==> src/sog_pkg.sv <==
// Shared types and constants of the shuffle order generator.
package sog_pkg;

    // Bits of the LFSR state taken for each random draw
    localparam int DRAW_W = 15;
    // Width of the step counter of the modulo unit (counts DRAW_W down to 0)
    localparam int STEP_W = 4;

    localparam logic [31:0] LFSR_TAPS  = 32'hD000_0001;
    localparam logic [31:0] SEED_RESET = 32'h0000_0001;

    // Configuration register indexes (byte address = 4 * index)
    typedef enum logic [0:0] {
        REG_SHUFFLE_ENABLE = 1'b0,
        REG_RANDOM_SEED    = 1'b1
    } reg_idx_t;

    typedef struct packed {
        logic [8:0] list_length;
        logic [7:0] current_index;
    } in_item_t;

    typedef struct packed {
        logic [7:0] next_index;
        logic       reshuffled;
    } out_item_t;

endpackage

==> src/shuffle_order_generator.sv <==
// Top level of the shuffle order generator: request handling, table rebuild, APB registers.
// A sequential item passes from accept through EMIT into the output register; a shuffled item
//   with no rebuild first reads its slot in LOOKUP; a rebuild of N entries first runs N fill
//   steps and N-1 swaps (draw, 15 modulo steps and a done step, two writes on one write port).
// One item at a time: the next request is taken once the last result enters the output register.
// Reset: synchronous, active low; stored length, slot, seed and LFSR return to reset values.
// The order table has no reset; a rebuild always fills it before it is read.
module shuffle_order_generator #(
    parameter int LIST_MAX = 256
) (
    input  logic              aclk,
    input  logic              aresetn,
    // request channel
    input  logic              s_valid,
    output logic              s_ready,
    input  sog_pkg::in_item_t s_payload,
    // result channel
    output logic              m_valid,
    input  logic              m_ready,
    output sog_pkg::out_item_t m_payload,
    // APB configuration port
    input  logic              psel,
    input  logic              penable,
    input  logic              pwrite,
    input  logic [2:0]        paddr,
    input  logic [31:0]       pwdata,
    output logic [31:0]       prdata,
    output logic              pready
);

    localparam int IDX_W = $clog2(LIST_MAX);
    localparam int LEN_W = IDX_W + 1;
    localparam int CMP_W = (LEN_W > 9) ? LEN_W : 9;

    // One-hot sequencer
    typedef enum logic [7:0] {
        ST_IDLE   = 8'b0000_0001,
        ST_FILL   = 8'b0000_0010,
        ST_DRAW   = 8'b0000_0100,
        ST_MOD    = 8'b0000_1000,
        ST_WR_I   = 8'b0001_0000,
        ST_WR_R   = 8'b0010_0000,
        ST_LOOKUP = 8'b0100_0000,
        ST_EMIT   = 8'b1000_0000
    } state_t;

    state_t state_reg, state_next;

    // configuration
    logic        shuffle_en_reg;
    logic [31:0] seed_reg;
    logic [31:0] lfsr_reg;
    logic        cfg_wr;

    // shuffle state
    logic [LEN_W-1:0] stored_len_reg;
    logic [LEN_W-1:0] next_slot_reg;
    logic [IDX_W-1:0] cnt_reg;
    logic [IDX_W-1:0] r_reg;
    logic [IDX_W-1:0] t_reg;

    // pending result
    logic       from_table_reg;
    logic       fresh_reg;
    logic [7:0] seq_idx_reg;

    // output register
    logic               m_valid_reg;
    sog_pkg::out_item_t m_payload_reg;
    logic               out_free;

    // request decode
    logic [CMP_W-1:0] len_wide;
    logic [LEN_W-1:0] len_c;
    logic [8:0]       cur_inc;
    logic [7:0]       seq_idx;
    logic             shuffle_req;
    logic             need_rebuild;
    logic             in_acc;

    // LFSR step and modulo unit
    logic [31:0]      lfsr_step;
    logic             mod_start;
    logic             mod_done;
    logic [LEN_W-1:0] mod_rem;
    logic [LEN_W-1:0] span;
    logic [IDX_W-1:0] swap_addr;

    // table RAM
    logic             ram_we;
    logic [IDX_W-1:0] ram_waddr;
    logic [IDX_W-1:0] ram_wdata;
    logic             ram_re;
    logic [IDX_W-1:0] ram_raddr;
    logic [IDX_W-1:0] ram_rdata;

    // ------------------------------------------------------------------
    // APB: zero wait states, writes land on the access phase
    // ------------------------------------------------------------------
    assign pready = 1'b1;
    assign cfg_wr = psel && penable && pwrite && pready;

    always_comb begin
        unique case (sog_pkg::reg_idx_t'(paddr[2]))
            sog_pkg::REG_SHUFFLE_ENABLE: prdata = {31'd0, shuffle_en_reg};
            sog_pkg::REG_RANDOM_SEED:    prdata = seed_reg;
        endcase
    end

    // ------------------------------------------------------------------
    // Request decode: clamp the length, form the sequential answer
    // ------------------------------------------------------------------
    always_comb begin
        len_wide = CMP_W'(s_payload.list_length);
        if (len_wide > CMP_W'(LIST_MAX)) begin
            len_c = LEN_W'(LIST_MAX);
        end else begin
            len_c = LEN_W'(len_wide);
        end
        cur_inc = {1'b0, s_payload.current_index} + 9'd1;
        // wrap to zero once the increment runs off the list
        if (CMP_W'(cur_inc) >= CMP_W'(len_c)) begin
            seq_idx = 8'd0;
        end else begin
            seq_idx = cur_inc[7:0];
        end
        shuffle_req  = shuffle_en_reg && (len_c > LEN_W'(2));
        need_rebuild = (len_c != stored_len_reg) || (next_slot_reg >= stored_len_reg);
    end

    assign s_ready = (state_reg == ST_IDLE);
    assign in_acc  = s_valid && s_ready;

    // ------------------------------------------------------------------
    // Random draw: Galois LFSR, one step per swap
    // ------------------------------------------------------------------
    assign lfsr_step = (lfsr_reg >> 1) ^ (lfsr_reg[0] ? sog_pkg::LFSR_TAPS : 32'd0);
    assign mod_start = (state_reg == ST_DRAW);
    assign span      = stored_len_reg - LEN_W'(cnt_reg);
    assign swap_addr = cnt_reg + IDX_W'(mod_rem);

    sog_mod #(
        .DIV_W(LEN_W)
    ) u_mod (
        .aclk      (aclk),
        .aresetn   (aresetn),
        .start     (mod_start),
        .dividend  (lfsr_step[sog_pkg::DRAW_W-1:0]),
        .divisor   (span),
        .done      (mod_done),
        .remainder (mod_rem)
    );

    // ------------------------------------------------------------------
    // Order table: one write and one read per cycle, read data registered.
    // The sequencer never reads an entry in the cycle it is written.
    // ------------------------------------------------------------------
    sog_ram #(
        .WIDTH(IDX_W),
        .DEPTH(LIST_MAX)
    ) u_table (
        .aclk  (aclk),
        .we    (ram_we),
        .waddr (ram_waddr),
        .wdata (ram_wdata),
        .re    (ram_re),
        .raddr (ram_raddr),
        .rdata (ram_rdata)
    );

    always_comb begin
        ram_we    = 1'b0;
        ram_waddr = cnt_reg;
        ram_wdata = cnt_reg;
        ram_re    = 1'b0;
        ram_raddr = cnt_reg;
        unique case (state_reg)
            ST_FILL: begin
                // identity fill
                ram_we = 1'b1;
            end
            ST_DRAW: begin
                // fetch table[i] while the modulo runs
                ram_re = 1'b1;
            end
            ST_MOD: begin
                if (mod_done) begin
                    ram_re    = 1'b1;
                    ram_raddr = swap_addr;
                end
            end
            ST_WR_I: begin
                // table[i] <= table[r]
                ram_we    = 1'b1;
                ram_wdata = ram_rdata;
            end
            ST_WR_R: begin
                // table[r] <= old table[i]
                ram_we    = 1'b1;
                ram_waddr = r_reg;
                ram_wdata = t_reg;
            end
            ST_LOOKUP: begin
                ram_re    = 1'b1;
                ram_raddr = next_slot_reg[IDX_W-1:0];
            end
            ST_IDLE, ST_EMIT: begin
            end
            default: begin
            end
        endcase
    end

    // ------------------------------------------------------------------
    // Sequencer
    // ------------------------------------------------------------------
    assign out_free = !m_valid_reg || m_ready;

    always_comb begin
        state_next = state_reg;
        unique case (state_reg)
            ST_IDLE: begin
                if (in_acc) begin
                    if (shuffle_req && need_rebuild) begin
                        state_next = ST_FILL;
                    end else if (shuffle_req) begin
                        state_next = ST_LOOKUP;
                    end else begin
                        state_next = ST_EMIT;
                    end
                end
            end
            ST_FILL: begin
                if (LEN_W'(cnt_reg) == stored_len_reg - LEN_W'(1)) begin
                    state_next = ST_DRAW;
                end
            end
            ST_DRAW: state_next = ST_MOD;
            ST_MOD: begin
                if (mod_done) begin
                    state_next = ST_WR_I;
                end
            end
            ST_WR_I: state_next = ST_WR_R;
            ST_WR_R: begin
                if (LEN_W'(cnt_reg) == stored_len_reg - LEN_W'(2)) begin
                    state_next = ST_LOOKUP;
                end else begin
                    state_next = ST_DRAW;
                end
            end
            ST_LOOKUP: state_next = ST_EMIT;
            ST_EMIT: begin
                if (out_free) begin
                    state_next = ST_IDLE;
                end
            end
            default: state_next = ST_IDLE;
        endcase
    end

    always_ff @(posedge aclk) begin
        if (!aresetn) begin
            state_reg      <= ST_IDLE;
            shuffle_en_reg <= 1'b0;
            seed_reg       <= sog_pkg::SEED_RESET;
            lfsr_reg       <= sog_pkg::SEED_RESET;
            stored_len_reg <= '0;
            next_slot_reg  <= '0;
            cnt_reg        <= '0;
            m_valid_reg    <= 1'b0;
        end else begin
            state_reg <= state_next;

            // configuration writes win; the user must issue them only while idle (not enforced)
            if (cfg_wr) begin
                unique case (sog_pkg::reg_idx_t'(paddr[2]))
                    sog_pkg::REG_SHUFFLE_ENABLE: shuffle_en_reg <= pwdata[0];
                    sog_pkg::REG_RANDOM_SEED: begin
                        seed_reg <= pwdata;
                        // a zero seed would lock the LFSR up
                        lfsr_reg <= (pwdata != 32'd0) ? pwdata : sog_pkg::SEED_RESET;
                    end
                endcase
            end else if (state_reg == ST_DRAW) begin
                lfsr_reg <= lfsr_step;
            end

            // rebuild bookkeeping
            if (in_acc && shuffle_req && need_rebuild) begin
                stored_len_reg <= len_c;
                next_slot_reg  <= '0;
                cnt_reg        <= '0;
            end else if (state_reg == ST_FILL) begin
                if (LEN_W'(cnt_reg) == stored_len_reg - LEN_W'(1)) begin
                    cnt_reg <= '0;
                end else begin
                    cnt_reg <= cnt_reg + 1'b1;
                end
            end else if (state_reg == ST_WR_R) begin
                cnt_reg <= cnt_reg + 1'b1;
            end else if (state_reg == ST_LOOKUP) begin
                // advance to the next permuted slot
                next_slot_reg <= next_slot_reg + 1'b1;
            end

            // output register: drop on take, load from the finished item
            if (state_reg == ST_EMIT && out_free) begin
                m_valid_reg <= 1'b1;
            end else if (m_ready) begin
                m_valid_reg <= 1'b0;
            end
        end
    end

    // Payload registers
    always_ff @(posedge aclk) begin
        if (in_acc) begin
            from_table_reg <= shuffle_req;
            fresh_reg      <= shuffle_req && need_rebuild;
            seq_idx_reg    <= seq_idx;
        end
        // hold old table[i] for the second half of the swap
        if (state_reg == ST_MOD) begin
            t_reg <= ram_rdata;
        end
        if (state_reg == ST_MOD && mod_done) begin
            r_reg <= swap_addr;
        end
        if (state_reg == ST_EMIT && out_free) begin
            m_payload_reg.next_index <= from_table_reg ? 8'(ram_rdata) : seq_idx_reg;
            m_payload_reg.reshuffled <= fresh_reg;
        end
    end

    assign m_valid   = m_valid_reg;
    assign m_payload = m_payload_reg;

    // ------------------------------------------------------------------
    // Assertions
    // ------------------------------------------------------------------
    a_draw_in_range: assert property (@(posedge aclk) disable iff (!aresetn)
        (state_reg == ST_DRAW) |-> (LEN_W'(cnt_reg) + LEN_W'(2) <= stored_len_reg))
        else $error("swap index beyond the last swap of the rebuild");

    a_mod_done_in_mod: assert property (@(posedge aclk) disable iff (!aresetn)
        mod_done |-> (state_reg == ST_MOD))
        else $error("modulo result arrived outside the modulo wait");

    a_swap_target_valid: assert property (@(posedge aclk) disable iff (!aresetn)
        (state_reg == ST_WR_R) |-> (r_reg >= cnt_reg) &&
                                    (LEN_W'(r_reg) < stored_len_reg))
        else $error("swap target outside the remaining span");

    a_lookup_slot_valid: assert property (@(posedge aclk) disable iff (!aresetn)
        (state_reg == ST_LOOKUP) |-> (next_slot_reg < stored_len_reg))
        else $error("lookup past the end of the permutation");

    a_fresh_starts_at_zero: assert property (@(posedge aclk) disable iff (!aresetn)
        (state_reg == ST_LOOKUP) && fresh_reg |-> (next_slot_reg == '0))
        else $error("rebuilt permutation not served from its first slot");

endmodule

==> src/sog_ram.sv <==
// Generic single-write, single-read RAM with a registered read port.
module sog_ram #(
    parameter int WIDTH = 8,
    parameter int DEPTH = 256
) (
    input  logic                     aclk,
    input  logic                     we,
    input  logic [$clog2(DEPTH)-1:0] waddr,
    input  logic [WIDTH-1:0]         wdata,
    input  logic                     re,
    input  logic [$clog2(DEPTH)-1:0] raddr,
    output logic [WIDTH-1:0]         rdata
);

    logic [WIDTH-1:0] mem [DEPTH];
    logic [WIDTH-1:0] rdata_reg;

    always_ff @(posedge aclk) begin
        if (we) begin
            mem[waddr] <= wdata;
        end
        if (re) begin
            rdata_reg <= mem[raddr];
        end
    end

    assign rdata = rdata_reg;

endmodule

==> src/sog_mod.sv <==
// Bit-serial restoring modulo unit: remainder of a random draw by the remaining span.
module sog_mod #(
    parameter int DIV_W = 9
) (
    input  logic                        aclk,
    input  logic                        aresetn,
    input  logic                        start,
    input  logic [sog_pkg::DRAW_W-1:0]  dividend,
    input  logic [DIV_W-1:0]            divisor,
    output logic                        done,
    output logic [DIV_W-1:0]            remainder
);

    logic [DIV_W-1:0]           rem_reg, rem_next;
    logic [sog_pkg::DRAW_W-1:0] dvd_reg;
    logic [DIV_W-1:0]           div_reg;
    logic [sog_pkg::STEP_W-1:0] step_reg;
    logic                       busy_reg;
    logic                       done_reg;
    logic [DIV_W:0]             shifted;

    // Shift in one dividend bit, subtract the divisor when it fits
    always_comb begin
        shifted = {rem_reg, dvd_reg[sog_pkg::DRAW_W-1]};
        if (shifted >= {1'b0, div_reg}) begin
            rem_next = DIV_W'(shifted - {1'b0, div_reg});
        end else begin
            rem_next = DIV_W'(shifted);
        end
    end

    always_ff @(posedge aclk) begin
        if (!aresetn) begin
            busy_reg <= 1'b0;
            done_reg <= 1'b0;
            step_reg <= '0;
        end else if (start) begin
            busy_reg <= 1'b1;
            done_reg <= 1'b0;
            step_reg <= sog_pkg::STEP_W'(sog_pkg::DRAW_W);
        end else if (busy_reg) begin
            step_reg <= step_reg - 1'b1;
            if (step_reg == sog_pkg::STEP_W'(1)) begin
                busy_reg <= 1'b0;
                done_reg <= 1'b1;
            end
        end else begin
            done_reg <= 1'b0;
        end
    end

    always_ff @(posedge aclk) begin
        if (start) begin
            rem_reg <= '0;
            dvd_reg <= dividend;
            div_reg <= divisor;
        end else if (busy_reg) begin
            rem_reg <= rem_next;
            dvd_reg <= {dvd_reg[sog_pkg::DRAW_W-2:0], 1'b0};
        end
    end

    assign done      = done_reg;
    assign remainder = rem_reg;

endmodule

==> config.mk <==
export PLATFORM = sky130hd
export DESIGN_NAME = shuffle_order_generator
export DESIGN_NICKNAME = d
export VERILOG_FILES = /design/src/sog_pkg.sv /design/src/shuffle_order_generator.sv /design/src/sog_ram.sv /design/src/sog_mod.sv
export SDC_FILE = /design/constraint.sdc
export NUM_CORES = 2
export LEC_CHECK = 0
export BUFFER_PORTS_ARGS = -buffer_cell sky130_fd_sc_hd__buf_2
export CORE_MARGIN = 1
export CORE_UTILIZATION = 53
export CTS_CLUSTER_DIAMETER = 30
export DETAILED_ROUTE_END_ITERATION = 10
export GPL_ROUTABILITY_DRIVEN = 1
export PLACE_DENSITY_LB_ADDON = 0.25
export SETUP_SLACK_MARGIN = 0.2
export SLEW_MARGIN = 20
export SYNTH_ARGS = -nofsm -noshare
export SYNTH_HDL_FRONTEND = slang
export SYNTH_HIERARCHICAL = 1
export SYNTH_SLANG_ARGS = --single-unit
export TNS_END_PERCENT = 50
==> constraint.sdc <==
create_clock -name aclk -period 27.4 [get_ports aclk]
set_input_delay 4.11 -clock aclk [delete_from_list [all_inputs] [get_ports aclk]]
set_output_delay 4.11 -clock aclk [all_outputs]
set_load 0.03 [all_outputs]
==> flow_summary.yaml <==
sta:
  relSlewSlack_pct: 11.0
  maxSlewViolCount: 0
  max_freq_mhz: 109
  setup_viol: 0
  tns_ns: 0
  rsz0062_at_grt: "no"
  finalHoldViolCount: 0
  fin_crit_ns: 9.16
  finalClockSkew_ns: 0.0423
  fin_crit_sh_pct: 33.4
  tightest_slew_ns: 1.32
place:
  place_hpwl_um: 127000
  gp_congestion: 0.857
  portBuffers: 99
  dp.cells: 6933
synth:
  syn_inst: 4845
  ys_seq_area_share_pct: 73.4
  synth_top_family_by_area: "multiplexers"
  synthFlopType: "edfxtp_1"
  synthXorXnorAreaFrac_pct: 0.547
  synthDominantCellAreaShare_pct: 70.8
  yosysTopAreaCell: "edfxtp_1"
  synth_fa_ha_area_share_pct: 0.764
  avgSynthCellArea_um2: 18.5
  synth_warnings: 6
  synth_mux_area_share_pct: 13.4
  synth_edf_count: 2115
  synth-compound-area-share_pct: 4.82
  synthArstFlopShare_pct: 0
  ys_ff_latch: 2230
  synth.distinct_cells: 94
  ys_top_cells_by_area: "edfxtp_1 (71%), mux4_2 (11%), dfxtp_1 (2.6%)"
  synthSimpleGateAreaFrac_pct: 4.88
  syn-num-nets: 4957
  syn_area_um2: 89700
clock_tree:
  cts-resized-gates: 0
  root_buffer: "clkbuf_16"
  insertion_delay_ns: 0.96
  clk_path_buf_depth: 4
  cts_buffers: 426
  cts_setup_buffers: 0
  cts-hold-fix-buffers: 0
  tritoncts: "done"
  clkSinkCount: 2230
  clk_pin_slew_ns: 0.04
  htreeDepth: 5
route:
  viasPerCell: 6.27
  wl_per_cell_um: 28.5
  via_count: 48400
  drc: 0
  first_pass_iters: 6
  ant_nets: 0
  wl_um: 220000
  drt_first_iter_violations: 5248
critical_path:
  cp-start-kind: "primary input"
  crit_type: "primary input to output pin"
  arrival_ns: 5.05
  required_ns: 23.29
  endpoint_kind: "output pin"
  cp_slowest_cell: "buf_2"
  cp_max_fo: 35
  cpMostUsedCell: "buf_2"
  crit_chain: "buf_2, mux2_2, buf_2"
  critical-path-max-stage-delay_ns: 0.38
finish:
  nFillCells: 11200
  multi_input_area_um2: 22100
  nets: 5270
  final_util_pct: 63.3
  drive_gt1_share_pct: 25.5
  largest_register_ffs: 2048
  synthToLayoutAreaGrowth_pct: 18.2
  seqCellArea_um2: 65800
  final_common_cell: "edfxtp_1"
  finalNonFillerCells: 7708
  layout_common_cells: "edfxtp_1 (2115), mux4_2 (454), clkbuf_16 (434)"
floorplanning:
  coreArea_um2: 168000
  ios: 103
  rows: 150
  start_util_pct: 53.5
  fp.dieH_um: 413
  dieArea_um2: 171000
  die_w_um: 413
grt:
  overflow: 0
  grt_usage_pct: 25.8
  grt_pass1_vias: 48400
  antenna_found_initial: 5
  grt_max_degree: 233
  grt_pass1_wl_um: 320000
power:
  power_leakage_nw: 33.8
  ir_worst_vdd_uv: 69.8
  powerDensity_nw_per_um2: 82.5
run_status:
  outcome: "complete, no violations"
hold_path:
  min_path_type: "flop to flop"
flow_run:
  maxCapViolCount: 0
cell families after synthesis:
logic type / count (synthesis)
DFF: 2230
and+or+nand+nor: 923
muxes: 631
AOI/OAI and AO/OA: 601
buffers and inverters: 350
xor gates and xnor gates: 56
adders and majority gates: 53
other: 1
through the flow:
stage	power, mW	hold slack [ns]	instance area [µm²]	setup WS, ns
after floorplan	3.81	0.400	89700	13.68
after global placement	3.84	0.404	92100	18.24
after detailed placement	3.84	0.414	92100	18.22
after CTS	8.81	0.437	106000	18.21
after global routing	8.97	0.453	106000	18.15
final	8.76	0.443	106000	18.24
layout make-up:
cell class,instances,share of cell area [%]
Antenna cell,2,0.00472
Clock buffer,478,10.4
Clock inverter,294,2.70
Inverter,51,0.180
Multi-Input combinational cell,2265,20.9
Sequential cell,2230,62.1
Tap cell,2204,2.60
Timing Repair Buffer,184,1.17
synth_stat cells, drive strengths merged, types with 46 or more instances:
library cell  instances
inv                  48
dfxtp               115
ha                   50
mux2i               151
a22oi               138
nor2b                46
buf                 146
o221ai               54
clkbuf              153
mux4                456
nor4                 49
edfxtp             2115
a21oi               162
nor3                 53
nand3                59
nand2               212
nor2                359
final timing paths:
| check | from | end | slack, ns | cells after the start |
|---|---|---|---|---|
| max | paddr[2] | prdata[0] | 18.24 | 3 |
| min reg2reg | fresh_reg$_DFFE_PP_ | m_payload[0]$_DFFE_PP_ | 0.44 | 0 |
| max reg2reg | state_reg[7]$_SDFFE_PN0P_ | u_table/rdata[7]$_DFFE_PP_ | 19.88 | 14 |
| min | fresh_reg$_DFFE_PP_ | m_payload[0]$_DFFE_PP_ | 0.44 | 0 |
power breakdown:
group          leakage (nW)  internal (mW)  switching (mW)  total (mW)
Sequential             20.5           3.69         0.00692        3.70
Combinational          6.64         0.0298          0.0472      0.0770
Clock                  6.67           3.29            1.69        4.98
Total                  33.8           7.01            1.75        8.76
worst max-delay path: cells and delay by family:
kind | cells | cell delay [ns]
buffers and inverters | 2 | 0.55
muxes | 1 | 0.38
metal layers:
metal  vias up  global-route usage, %  part of all wire, %
met4         4                   9.98                  3.4
met2      2408                   40.9                   49
li1      20500                      -                    -
met3       446                   5.52                  9.1
met5         -                      0                0.012
met1     25000                   35.1                   39
Power figures use the tool's default switching activity.
